<file path="src/sv/als_pkg.sv">
// Shared types and constants for the angle/length sweep sequencer.
// No dependencies; every module of the block imports this package.
package als_pkg;

  typedef struct packed {
    logic               req_type;
    logic signed [15:0] start_angle;
    logic signed [15:0] start_length;
    logic               start_clockwise;
  } als_req_t;

  typedef struct packed {
    logic signed [15:0] angle_cmd;
    logic signed [15:0] length_cmd;
    logic               static_flag;
    logic               done_res;
  } als_rsp_t;

  typedef struct packed {
    logic signed [15:0] min_angle;
    logic signed [15:0] max_angle;
    logic signed [15:0] min_length;
    logic [11:0]        angle_step;
    logic [13:0]        row_length_step;
    logic [13:0]        shorten_increment;
    logic [15:0]        measure_ticks;
    logic [15:0]        cycle_ticks;
  } als_cfg_t;

  typedef struct packed {
    logic signed [15:0] angle_now;
    logic signed [15:0] length_now;
    logic signed [15:0] length_target;
    logic               clockwise;
    logic               shortening;
    logic               running;
  } als_state_t;

  // status of the counter modulo unit
  typedef struct packed {
    logic busy;
    logic done;
  } als_mod_stat_t;

  localparam int CfgDataW = 16;
  localparam int CfgIdxW  = 3;

  localparam logic [CfgIdxW-1:0] CFG_MIN_ANGLE         = 3'd0;
  localparam logic [CfgIdxW-1:0] CFG_MAX_ANGLE         = 3'd1;
  localparam logic [CfgIdxW-1:0] CFG_MIN_LENGTH        = 3'd2;
  localparam logic [CfgIdxW-1:0] CFG_ANGLE_STEP        = 3'd3;
  localparam logic [CfgIdxW-1:0] CFG_ROW_LENGTH_STEP   = 3'd4;
  localparam logic [CfgIdxW-1:0] CFG_SHORTEN_INCREMENT = 3'd5;
  localparam logic [CfgIdxW-1:0] CFG_MEASURE_TICKS     = 3'd6;
  localparam logic [CfgIdxW-1:0] CFG_CYCLE_TICKS       = 3'd7;

  localparam logic REQ_TICK = 1'b0;
  localparam logic REQ_LOAD = 1'b1;

  localparam als_cfg_t CFG_RESET = '{
    min_angle:         16'sd0,
    max_angle:         16'sd12868,
    min_length:        16'sd0,
    angle_step:        12'd41,
    row_length_step:   14'd164,
    shorten_increment: 14'd16,
    measure_ticks:     16'd0,
    cycle_ticks:       16'd1
  };

endpackage

</file>
<file path="src/sv/als_mod.sv">
// Sequential remainder unit for the tick counter: one quotient bit per cycle.
// Depends on als_pkg for the status struct.
module als_mod
  import als_pkg::*;
(
  input  logic          clk,
  input  logic          rst,
  input  logic          start,
  input  logic [15:0]   value,
  input  logic [15:0]   divisor,
  output als_mod_stat_t stat,
  output logic [15:0]   rem
);

  logic        busy;
  logic        done;
  logic [3:0]  cnt;
  logic [15:0] val;
  logic [15:0] div;
  logic [16:0] trial;
  logic [15:0] rem_next;

  // shift in the next dividend bit, subtract when it fits
  always_comb begin
    trial = {rem, val[15]};
    if (trial >= {1'b0, div}) begin
      rem_next = 16'(trial - {1'b0, div});
    end else begin
      rem_next = trial[15:0];
    end
  end

  always_ff @(posedge clk) begin
    if (rst) begin
      busy <= 1'b0;
      done <= 1'b0;
      cnt  <= '0;
    end else begin
      done <= 1'b0;
      if (start) begin
        busy <= 1'b1;
        cnt  <= '0;
        val  <= value;
        div  <= divisor;
        rem  <= '0;
      end else if (busy) begin
        rem <= rem_next;
        val <= {val[14:0], 1'b0};
        cnt <= cnt + 4'd1;
        if (cnt == 4'd15) begin
          busy <= 1'b0;
          done <= 1'b1;
        end
      end
    end
  end

  assign stat.busy = busy;
  assign stat.done = done;

  a_start_busy: assert property (@(posedge clk) disable iff (rst) start |=> busy)
    else $error("modulo unit did not go busy after start");
  a_no_restart: assert property (@(posedge clk) disable iff (rst) start |-> !busy && !done)
    else $error("modulo unit restarted while a remainder was pending");
  a_rem_range: assert property (@(posedge clk) disable iff (rst) done |-> rem < div)
    else $error("modulo unit remainder not below divisor");

endmodule

</file>
<file path="src/sv/als_step.sv">
// Next-state and result logic for one sweep transaction (tick or load).
// Depends on als_pkg for the request, result, config and state types.
module als_step
  import als_pkg::*;
(
  input  als_cfg_t   cfg,
  input  als_state_t st,
  input  logic [15:0] tick_count,
  input  als_req_t   req,
  output als_state_t st_next,
  output als_rsp_t   rsp,
  output logic       tick_adv
);

  function automatic logic signed [15:0] sat16(input logic signed [17:0] v);
    logic signed [15:0] r;
    if (v > 18'sd32767) begin
      r = 16'sh7FFF;
    end else if (v < -18'sd32768) begin
      r = 16'sh8000;
    end else begin
      r = v[15:0];
    end
    return r;
  endfunction

  logic               at_min_eq;
  logic               at_min;
  logic               at_max;
  logic               len_le_min;
  logic               len_lt_min;
  logic signed [17:0] short_sum;
  logic signed [17:0] row_sum;
  logic signed [17:0] ang_sum;
  logic               held;

  assign at_min_eq  = (st.angle_now == cfg.min_angle);
  assign at_min     = (st.angle_now <= cfg.min_angle);
  assign at_max     = (st.angle_now >= cfg.max_angle);
  assign len_le_min = (st.length_now <= cfg.min_length);
  assign len_lt_min = (st.length_now < cfg.min_length);

  assign short_sum = {{2{st.length_now[15]}}, st.length_now}
                   - $signed({4'b0, cfg.shorten_increment});
  assign row_sum   = {{2{st.length_now[15]}}, st.length_now}
                   - $signed({4'b0, cfg.row_length_step});
  assign ang_sum   = st.clockwise
                   ? {{2{st.angle_now[15]}}, st.angle_now} + $signed({6'b0, cfg.angle_step})
                   : {{2{st.angle_now[15]}}, st.angle_now} - $signed({6'b0, cfg.angle_step});

  always_comb begin
    st_next  = st;
    held     = 1'b1;
    tick_adv = 1'b0;
    if (req.req_type == REQ_LOAD) begin
      st_next.angle_now  = req.start_angle;
      st_next.length_now = req.start_length;
      st_next.clockwise  = req.start_clockwise;
      st_next.shortening = 1'b0;
      st_next.running    = 1'b1;
    end else if (st.running) begin
      tick_adv = 1'b1;
      if (tick_count >= cfg.measure_ticks) begin
        held = 1'b0;
        if ((at_min_eq && !st.clockwise && len_le_min) || len_lt_min) begin
          // sweep complete
          held            = 1'b1;
          st_next.running = 1'b0;
        end else if (st.shortening) begin
          held = 1'b1;
          if (st.length_now >= st.length_target) begin
            st_next.length_now = sat16(short_sum);
          end else begin
            st_next.shortening = 1'b0;
          end
        end else if ((at_min && !st.clockwise) || (at_max && st.clockwise)) begin
          // reverse and begin shortening toward the next row
          st_next.clockwise     = !st.clockwise;
          st_next.length_target = sat16(row_sum);
          st_next.shortening    = 1'b1;
        end else begin
          st_next.angle_now = sat16(ang_sum);
        end
      end
    end
  end

  assign rsp.angle_cmd   = st_next.angle_now;
  assign rsp.length_cmd  = st_next.length_now;
  assign rsp.static_flag = held;
  assign rsp.done_res    = !st_next.running;

endmodule

</file>
<file path="src/sv/angle_length_sweep_sequencer.sv">
// Top level of the angle/length sweep sequencer: config registers, sweep state,
// tick counter, output register with skid stage. Uses als_pkg, als_step, als_mod.
//
//   channel | signals                      | direction | transfer
//   req     | req_valid, req_stall, req    | in        | req_valid && !req_stall
//   rsp     | rsp_valid, rsp_stall, rsp    | out       | rsp_valid && !rsp_stall
//   cfg     | cfg_we, cfg_index, cfg_data  | in        | cfg_we
//
// One transaction per cycle while req_stall is low; its result is registered for rsp.
// The sweep state updates in the accept cycle, so the next tick may follow at once.
// When cycle_ticks was lowered to half the incremented counter or less, the counter wrap
// takes the serial remainder unit; req_stall stays high until it loads tick_count.
// rst (synchronous) restores the config defaults and clears state; no clearing pass.
// A stalled rsp parks one result in the skid stage; req_stall also rises when it is full.
module angle_length_sweep_sequencer
  import als_pkg::*;
(
  input  logic                clk,
  input  logic                rst,
  input  logic                req_valid,
  output logic                req_stall,
  input  als_req_t            req,
  output logic                rsp_valid,
  input  logic                rsp_stall,
  output als_rsp_t            rsp,
  input  logic                cfg_we,
  input  logic [CfgIdxW-1:0]  cfg_index,
  input  logic [CfgDataW-1:0] cfg_data
);

  als_cfg_t      cfg;
  als_state_t    st;
  als_state_t    st_next;
  logic [15:0]   tick_count;
  als_rsp_t      step_rsp;
  logic          tick_adv;
  logic          accept;
  logic [15:0]   tick_inc;
  logic [16:0]   tick_diff;
  logic          mod_start;
  als_mod_stat_t mod_stat;
  logic [15:0]   mod_rem;
  logic          out_valid;
  als_rsp_t      out_data;
  logic          skid_valid;
  als_rsp_t      skid_data;
  logic          out_free;

  // configuration writes
  always_ff @(posedge clk) begin
    if (rst) begin
      cfg <= CFG_RESET;
    end else if (cfg_we) begin
      case (cfg_index)
        CFG_MIN_ANGLE:         cfg.min_angle         <= cfg_data;
        CFG_MAX_ANGLE:         cfg.max_angle         <= cfg_data;
        CFG_MIN_LENGTH:        cfg.min_length        <= cfg_data;
        CFG_ANGLE_STEP:        cfg.angle_step        <= cfg_data[11:0];
        CFG_ROW_LENGTH_STEP:   cfg.row_length_step   <= cfg_data[13:0];
        CFG_SHORTEN_INCREMENT: cfg.shorten_increment <= cfg_data[13:0];
        CFG_MEASURE_TICKS:     cfg.measure_ticks     <= cfg_data;
        CFG_CYCLE_TICKS:       cfg.cycle_ticks       <= cfg_data;
        default: ;
      endcase
    end
  end

  assign req_stall = skid_valid | mod_stat.busy | mod_stat.done;
  assign accept    = req_valid & ~req_stall;

  als_step u_step (
    .cfg        (cfg),
    .st         (st),
    .tick_count (tick_count),
    .req        (req),
    .st_next    (st_next),
    .rsp        (step_rsp),
    .tick_adv   (tick_adv)
  );

  // counter wrap: the usual cases need at most one subtract
  assign tick_inc  = tick_count + 16'd1;
  assign tick_diff = {1'b0, tick_inc} - {1'b0, cfg.cycle_ticks};
  assign mod_start = accept && tick_adv && (cfg.cycle_ticks != 16'd0)
                  && (tick_inc >= cfg.cycle_ticks)
                  && ({1'b0, tick_inc} >= {cfg.cycle_ticks, 1'b0});

  als_mod u_mod (
    .clk     (clk),
    .rst     (rst),
    .start   (mod_start),
    .value   (tick_inc),
    .divisor (cfg.cycle_ticks),
    .stat    (mod_stat),
    .rem     (mod_rem)
  );

  always_ff @(posedge clk) begin
    if (rst) begin
      st         <= '0;
      tick_count <= '0;
    end else if (mod_stat.done) begin
      tick_count <= mod_rem;
    end else if (accept) begin
      st <= st_next;
      if (req.req_type == REQ_LOAD) begin
        tick_count <= '0;
      end else if (tick_adv && !mod_start) begin
        if (cfg.cycle_ticks == 16'd0 || tick_inc < cfg.cycle_ticks) begin
          tick_count <= tick_inc;
        end else begin
          tick_count <= tick_diff[15:0];
        end
      end
    end
  end

  // output register plus skid stage
  assign out_free = ~out_valid | ~rsp_stall;

  always_ff @(posedge clk) begin
    if (rst) begin
      out_valid  <= 1'b0;
      skid_valid <= 1'b0;
    end else if (out_free) begin
      if (skid_valid) begin
        out_valid  <= 1'b1;
        skid_valid <= 1'b0;
      end else begin
        out_valid <= accept;
      end
    end else if (accept) begin
      skid_valid <= 1'b1;
    end
  end

  always_ff @(posedge clk) begin
    if (out_free) begin
      if (skid_valid) begin
        out_data <= skid_data;
      end else if (accept) begin
        out_data <= step_rsp;
      end
    end else if (accept) begin
      skid_data <= step_rsp;
    end
  end

  assign rsp_valid = out_valid;
  assign rsp       = out_data;

  a_skid_behind_out: assert property (@(posedge clk) disable iff (rst)
    skid_valid |-> out_valid)
    else $error("skid stage holds a result while the output register is empty");
  a_accept_lands: assert property (@(posedge clk) disable iff (rst)
    accept |=> out_valid)
    else $error("accepted transaction produced no pending result");
  a_hold_while_wrap: assert property (@(posedge clk) disable iff (rst)
    mod_stat.busy |-> req_stall && !accept)
    else $error("request accepted while the counter wrap was pending");

endmodule
</file>
<file path="config.mk">
export PLATFORM = sky130hd
export DESIGN_NAME = angle_length_sweep_sequencer
export DESIGN_NICKNAME = d
export VERILOG_FILES = /design/src/sv/als_pkg.sv /design/src/sv/als_mod.sv /design/src/sv/als_step.sv /design/src/sv/angle_length_sweep_sequencer.sv
export SDC_FILE = /design/constraint.sdc
export NUM_CORES = 1
export LEC_CHECK = 0
export BUFFER_PORTS_ARGS = -buffer_cell sky130_fd_sc_hd__buf_2
export CAP_MARGIN = 0
export CORE_MARGIN = 5
export CORE_UTILIZATION = 63
export CTS_CLUSTER_DIAMETER = 120
export CTS_CLUSTER_SIZE = 20
export DETAILED_ROUTE_END_ITERATION = 8
export GPL_TIMING_DRIVEN = 0
export PLACE_DENSITY = 0.82
export RECOVER_POWER = 100
export SLEW_MARGIN = 10
export SYNTH_ARGS = -nofsm -noshare
export SYNTH_HDL_FRONTEND = slang
export SYNTH_SLANG_ARGS = --single-unit
export TNS_END_PERCENT = 5
</file>
<file path="constraint.sdc">
create_clock -name clk -period 6.4 [get_ports clk]
set_clock_uncertainty 0.2 [all_clocks]
set_input_delay 1.28 -clock clk [delete_from_list [all_inputs] [get_ports clk]]
set_output_delay 1.28 -clock clk [all_outputs]
set_load 0.005 [all_outputs]
</file>
==> results of run 1 <==
==> layout make-up <==
| cell class | instances | area (µm²) |
|---|---|---|
| Tap cell | 396 | 495 |
| Timing Repair Buffer | 81 | 382 |
| Sequential cell | 311 | 7390 |
| Inverter | 187 | 702 |
| Clock buffer | 29 | 523 |
| Fill cell | 2636 | 9730 |
| Multi-Input combinational cell | 1744 | 10900 |
| Buffer | 106 | 419 |
| Clock inverter | 1 | 8.76 |
| Antenna cell | 2 | 5.00 |
==> worst max-delay path, stage by stage (launching register included) <==
cell and delay [ns]:
dfxtp_1 0.54, ha_1 0.26, nand3_1 0.22, nor2_1 0.23, nand4_1 0.27, nor2_1 0.21
xor2_1 0.39, ha_1 0.24, nand2_1 0.15, nor3_1 0.29, o31a_1 0.22, o221a_1 0.46
nor2_1 0.08, nor2_1 1.14, buf_16 0.24
==> stage by stage <==
stage | utilization | worst slack [ns] | instances | instance area [µm²] | hold WS (ns)
2_1_floorplan | - | 1.86 | 2348 | 19500 | 0.232
3_3_place_gp | 0.668 | 0.535 | 2822 | 20400 | 0.242
3_5_place_dp | 0.671 | 1.17 | 2825 | 20500 | 0.248
4_1_cts | 0.689 | 1.13 | 2855 | 21100 | 0.259
5_1_grt | 0.682 | 0.530 | 2857 | 20900 | 0.277
6_report | 0.682 | 0.947 | 2857 | 20900 | 0.258
==> per-layer routing <==
layer | global-route usage | up-vias
li1 | - | 8540
met1 | 0.468 | 8551
met2 | 0.544 | 918
met3 | 0.0519 | 173
met4 | 0.128 | 2
met5 | 0 | -
==> sequential cells by signal (all words and copies together), names as in the netlist, 4 cells and up <==
signal      flops
u_mod.cnt       4
skid_data      34
rsp            34
u_mod.val      16
u_mod.div      16
st             51
tick_count     16
u_mod.rem      16
cfg           120
==> power by group through the flow <==
stage               clock network (mW)  registers (mW)  logic (mW)
global route                      1.33            2.21        1.40
finish                            1.26            2.21        1.28
detailed placement                   0            2.25        1.27
global placement                     0            2.25        1.24
floorplan                            0            2.22       0.921
CTS                               1.26            2.20        1.28
==> worst max-delay path by stage <==
stage | startpoint | to | slack, ns | cells past startpoint
global placement | tick_count[0] | u_mod.rem[11] | 0.53 | 15
CTS | tick_count[0] | u_mod.div[10] | 1.13 | 15
floorplan | tick_count[4] | u_mod.rem[0] | 1.86 | 12
finish | tick_count[0] | u_mod.val[9] | 0.95 | 14
detailed placement | tick_count[0] | u_mod.div[12] | 1.17 | 15
global route | tick_count[0] | u_mod.val[8] | 0.53 | 14
==> cells by family (layout without fill, tap and decap cells) <==
family                     count (synthesis)  after routing  synth area share
AOI/OAI and AO/OA                        636            636             0.210
xor gates and xnor gates                  77             77            0.0349
adders and majority gates                192            192             0.123
buffers and inverters                    293            404            0.0579
DFF                                      311            311             0.378
muxes                                     22             22            0.0119
other                                      0              2                 0
and+or+nand+nor                          817            817             0.184
==> cells in the final DEF, fill, tap and decap left out, types with 14 or more instances in the layout <==
cell         n
o211ai_1    27
inv_1      185
a21oi_1    220
nand3_1     33
nand2_1    410
nor4_1      21
ha_1       175
nand2b_1    17
a21o_1      33
nor2_1     182
buf_2       49
o22ai_1     14
and3_1      15
xnor2_1     49
nand4_1     25
a31oi_1     35
clkbuf_16   19
dfxtp_1    195
nor2b_1     23
o21a_1      20
clkbuf_1   132
o21ai_0    106
nor3_1      43
a22oi_1     23
edfxtp_1   116
xor2_1      27
a211oi_1    22
==> reports/results.tsv, run 1 <==
metric	value	unit
IO Count	94	
class of the worst hold path	reg2reg	
Synth Warn #	0	
vias per cell	6.36	
nets@finish	2688	
clock network fraction of design power	0.265	
metal3 WL	5750	µm
most numerous cell in the Yosys netlist	nand2_1	
maximum VDD drop	0.167	mV
clock-pin slew on the worst setup and hold paths	0.09	ns
failing checks	max-capacitance violations, max-slew violations	
Hold Buf Count CTS	0	
FF+latch count, synth	311	
PortBufs	78	
gpl congestion	0.995	
Internal	3.17	mW
post-cts repair resize count	0	
fin. max-slew vios	54	
Psw	1.57	mW
total negative slack	0	ns
Die Ht	186	µm
Max Fclk	183	MHz
first-pass GRT wire length	92800	µm
Post-synth EDFFs	116	
Synth async-reset ratio	0	
top layer used by detailed routing	met5	
Total Die Area	0.0346	mm²
GRT Util Overall	0.339	
initial antenna violation count	3	
syn_nets	2586	
RR Endpoint	u_mod.val[9]	
Syn Std Cell Area	0.0195	mm²
die width	186	µm
max cap viols	3	
Lkg Pwr	7.91	nW
r2r worst-path depth	14	
pwr dens	227	mW/mm²
ratio of cells with drive above 1 in the final layout	0.0443	
clk root buf	clkbuf_16	
Critical Path AT	5.47	ns
distinct cell type count after synthesis	88	
row count	64	
sequential power share	0.466	
antenna violation net count after detailed routing	0	
DR iter-0 viols	1938	
Setup Fix Bufs, Post-CTS	0	
core area	0.0306	mm²
CP required	6.42	ns
Comb pwr share	0.269	
outcome	finished, violations left	
M1 WL	24800	µm
clock latency on the worst-skew pair	0.53	ns
vias in the first global route	17000	
share of the synthesized area in the top cell type	0.200	
top cells by count, synth	nand2_1 (410), a21oi_1 (220), dfxtp_1 (195)	
syn_area_per_cell	8.32	µm²
met2 WL	27100	µm
crit path time final	5.45	ns
critical path class	reg2reg	
CTS Sinks	311	
Vias	18200	
maximum number of pins on one net before global-route repair	22	
period utilization	0.852	
Worst Tran Pin Value	1.63	ns
global route overflow	0	
hold path start	cfg[75]	
R2R setup slack	0.95	ns
final wirelength	60200	µm
# setup viols final	0	
wire per inst	21.1	µm
Hold Crit Depth	2	
Syn-to-layout area delta	6.72	%
worst-path fanout max	17	
CTS Buffer Depth	3	
CP endpoint kind	flop	
H-tree levels	1	
sequential area share after synthesis	0.378	
cells after synthesis	2348	
RSZ-0062 raised after global routing	no	
Pwr Total	4.74	mW
Hold Fails Final Rpt	0	
Sw Ratio	0.332	
TritonCTS clock tree	built	
worst r2r src	tick_count[0]	
DRC viols	0	
initial core utilization	0.639	
ys flop type	dfxtp_1	
WHS Endpoint	cfg[75]	
Worst slew margin	-0.0866	
total CTS buffers	19	
largest cells by area after synthesis	dfxtp_1 (20%), edfxtp_1 (18%), ha_1 (11%)	
DRT Pass-1 Iters	6	
Worst setup SP type	flop	
HPWL Detailed	46800	µm
area leader, netlist	dfxtp_1	
Power figures use the tool's default switching activity.
==> run 2, diff against run 1 <==
Settings changed: CELL_PAD_IN_SITES_DETAIL_PLACEMENT set to 0, CELL_PAD_IN_SITES_GLOBAL_PLACEMENT set to 1, CORE_UTILIZATION 63 to 48, PLACE_DENSITY 0.82 to not set, PLACE_DENSITY_LB_ADDON set to 0.1.
==> reports/results.tsv, run 2 (synthesis gave the netlist of run 1 again) <==
metric	value	unit
IO Count	94	
initial core utilization	0.482	
R2R setup slack	1.10	ns
Crit path max-delay family	compound AO/OA/AOI/OAI gates	
sequential power share	0.467	
Hold Crit Depth	2	
first-pass GRT wire length	96500	µm
worst r2r src	st[2]	
Syn-to-layout area delta	7.58	%
post-cts repair resize count	0	
nets@finish	2688	
Total Die Area	0.0449	mm²
DRT Pass-1 Iters	6	
DRC viols	0	
clock network fraction of design power	0.267	
final wirelength	62800	µm
wire per inst	21.0	µm
most frequent cells in the layout	nand2_1 (410), a21oi_1 (220), dfxtp_1 (195)	
TritonCTS clock tree	built	
GRT Util Overall	0.274	
total CTS buffers	19	
Sw Ratio	0.333	
H-tree levels	1	
Worst setup SP type	flop	
commonest non-fill, non-tap cell in the layout	nand2_1	
fin. max-slew vios	18	
row count	74	
Worst slew margin	-0.103	
final non-filler cell area	0.0210	mm²
top flop regs	cfg x120, st x51	
Hold Fails Final Rpt	0	
clock-pin slew on the worst setup and hold paths	0.10	ns
worst path bufs/invs	3	
max cap viols	2	
CP dominant cell by count	clkbuf_1	
WHS Endpoint	cfg[26]	
initial antenna violation count	4	
Psw	1.57	mW
CTS Sinks	311	
HPWL Detailed	48800	µm
critical path class	reg2reg	
max reg flops	120	
gpl congestion	0.939	
# setup viols final	0	
slowest stage cell, crit path	o31ai_1	
clock latency on the worst-skew pair	0.55	ns
vias in the first global route	16800	
CTS Buffer Depth	3	
outcome	finished, violations left	
die width	212	µm
Comb pwr share	0.266	
Lkg Pwr	7.92	nW
Finished Core Util	0.518	
Vias	17600	
ratio of cells with drive above 1 in the final layout	0.0455	
maximum number of pins on one net before global-route repair	25	
global route overflow	0	
hold path start	cfg[26]	
Internal	3.16	mW
total negative slack	0	ns
Worst Tran Pin Value	1.66	ns
Reg area	0.00739	mm²
clk root buf	clkbuf_16	
maximum VDD drop	0.181	mV
worst-path fanout max	10	
core area	0.0406	mm²
CP required	6.47	ns
RR Endpoint	rsp[29]	
Critical Path AT	5.37	ns
RSZ-0062 raised after global routing	no	
r2r worst-path depth	15	
crit path time final	5.30	ns
PortBufs	78	
critical path's largest stage delay	0.57	ns
multi-input logic area	0.0109	mm²
Max Fclk	189	MHz
class of the worst hold path	reg2reg	
CP endpoint kind	flop	
vias per cell	5.87	
period utilization	0.827	
Setup Fix Bufs, Post-CTS	0	
Die Ht	212	µm
pwr dens	225	mW/mm²
DR iter-0 viols	1584	
failing checks	max-capacitance violations, max-slew violations	
register bank with the most flops	cfg	
cell chain of the critical path	clkbuf_1 > clkbuf_1 > nor2_1 > xor2_1 > ha_1 > nor2b_1 > o31a_1 > o41ai_1 > o31ai_1 > o31ai_1 > xor2_2 > clkbuf_1 > maj3_1 > o221ai_1 > o21ai_0	
# fillers	4016	
placed instance area	0.0207	mm²
Hold Buf Count CTS	0	
antenna violation net count after detailed routing	0	
==> run 2: cell count changes in the layout (fill, tap and decap cells not counted), sizes merged <==
cell,delta
clkbuf,-3
buf,+3
==> run 2: power groups by stage <==
stage | Clock, mW | Sequential [mW] | Combinational (mW)
final | 1.27 | 2.21 | 1.26
after global routing | 1.36 | 2.22 | 1.39
after floorplan | 0 | 2.22 | 0.921
after CTS | 1.29 | 2.21 | 1.28
after detailed placement | 0 | 2.25 | 1.27
after global placement | 0 | 2.25 | 1.25
==> run 2: worst max path at each step <==
stage	from	end	slack, ns	cells past startpoint
final	st[2]	rsp[29]	1.10	15
after global placement	tick_count[0]	u_mod.rem[11]	0.41	15
after global routing	st[2]	rsp[29]	0.70	15
after detailed placement	tick_count[0]	u_mod.busy	1.05	16
after floorplan	tick_count[4]	u_mod.rem[0]	1.86	12
after CTS	tick_count[0]	u_mod.busy	1.02	16
==> run 2: final cells by class <==
type                       count  area share
sequential                   311       0.351
antenna                        2    0.000238
buffer                       106      0.0198
clock inverter                 1    0.000536
tap                          532      0.0317
inverter                     187      0.0334
clock buffer                  29      0.0244
timing repair buffer          81      0.0185
multi-input combinational   1744       0.520
==> run 2: routing by layer <==
| metal | share of wire | GRT usage |
|---|---|---|
| met5 | 0.00033 | 0 |
| met4 | 0.028 | 0.0820 |
| met3 | 0.067 | 0.0368 |
| met1 | 0.45 | 0.391 |
| met2 | 0.45 | 0.436 |
==> run 2: worst min-delay path, cell delays in order, from the launching register on <==
cell and delay, ns:
dfxtp_1 0.32, nand2_1 0.05, a21oi_1 0.05
==> run 2: per-stage QoR <==
step | worst slack (ns) | power, mW | hold slack (ns) | std cells
6_report | 1.10 | 4.74 | 0.258 | 2993
5_1_grt | 0.695 | 4.97 | 0.279 | 2993
4_1_cts | 1.02 | 4.77 | 0.258 | 2991
3_5_place_dp | 1.05 | 3.53 | 0.247 | 2961
3_3_place_gp | 0.413 | 3.50 | 0.242 | 2958
2_1_floorplan | 1.86 | 3.14 | 0.232 | 2348
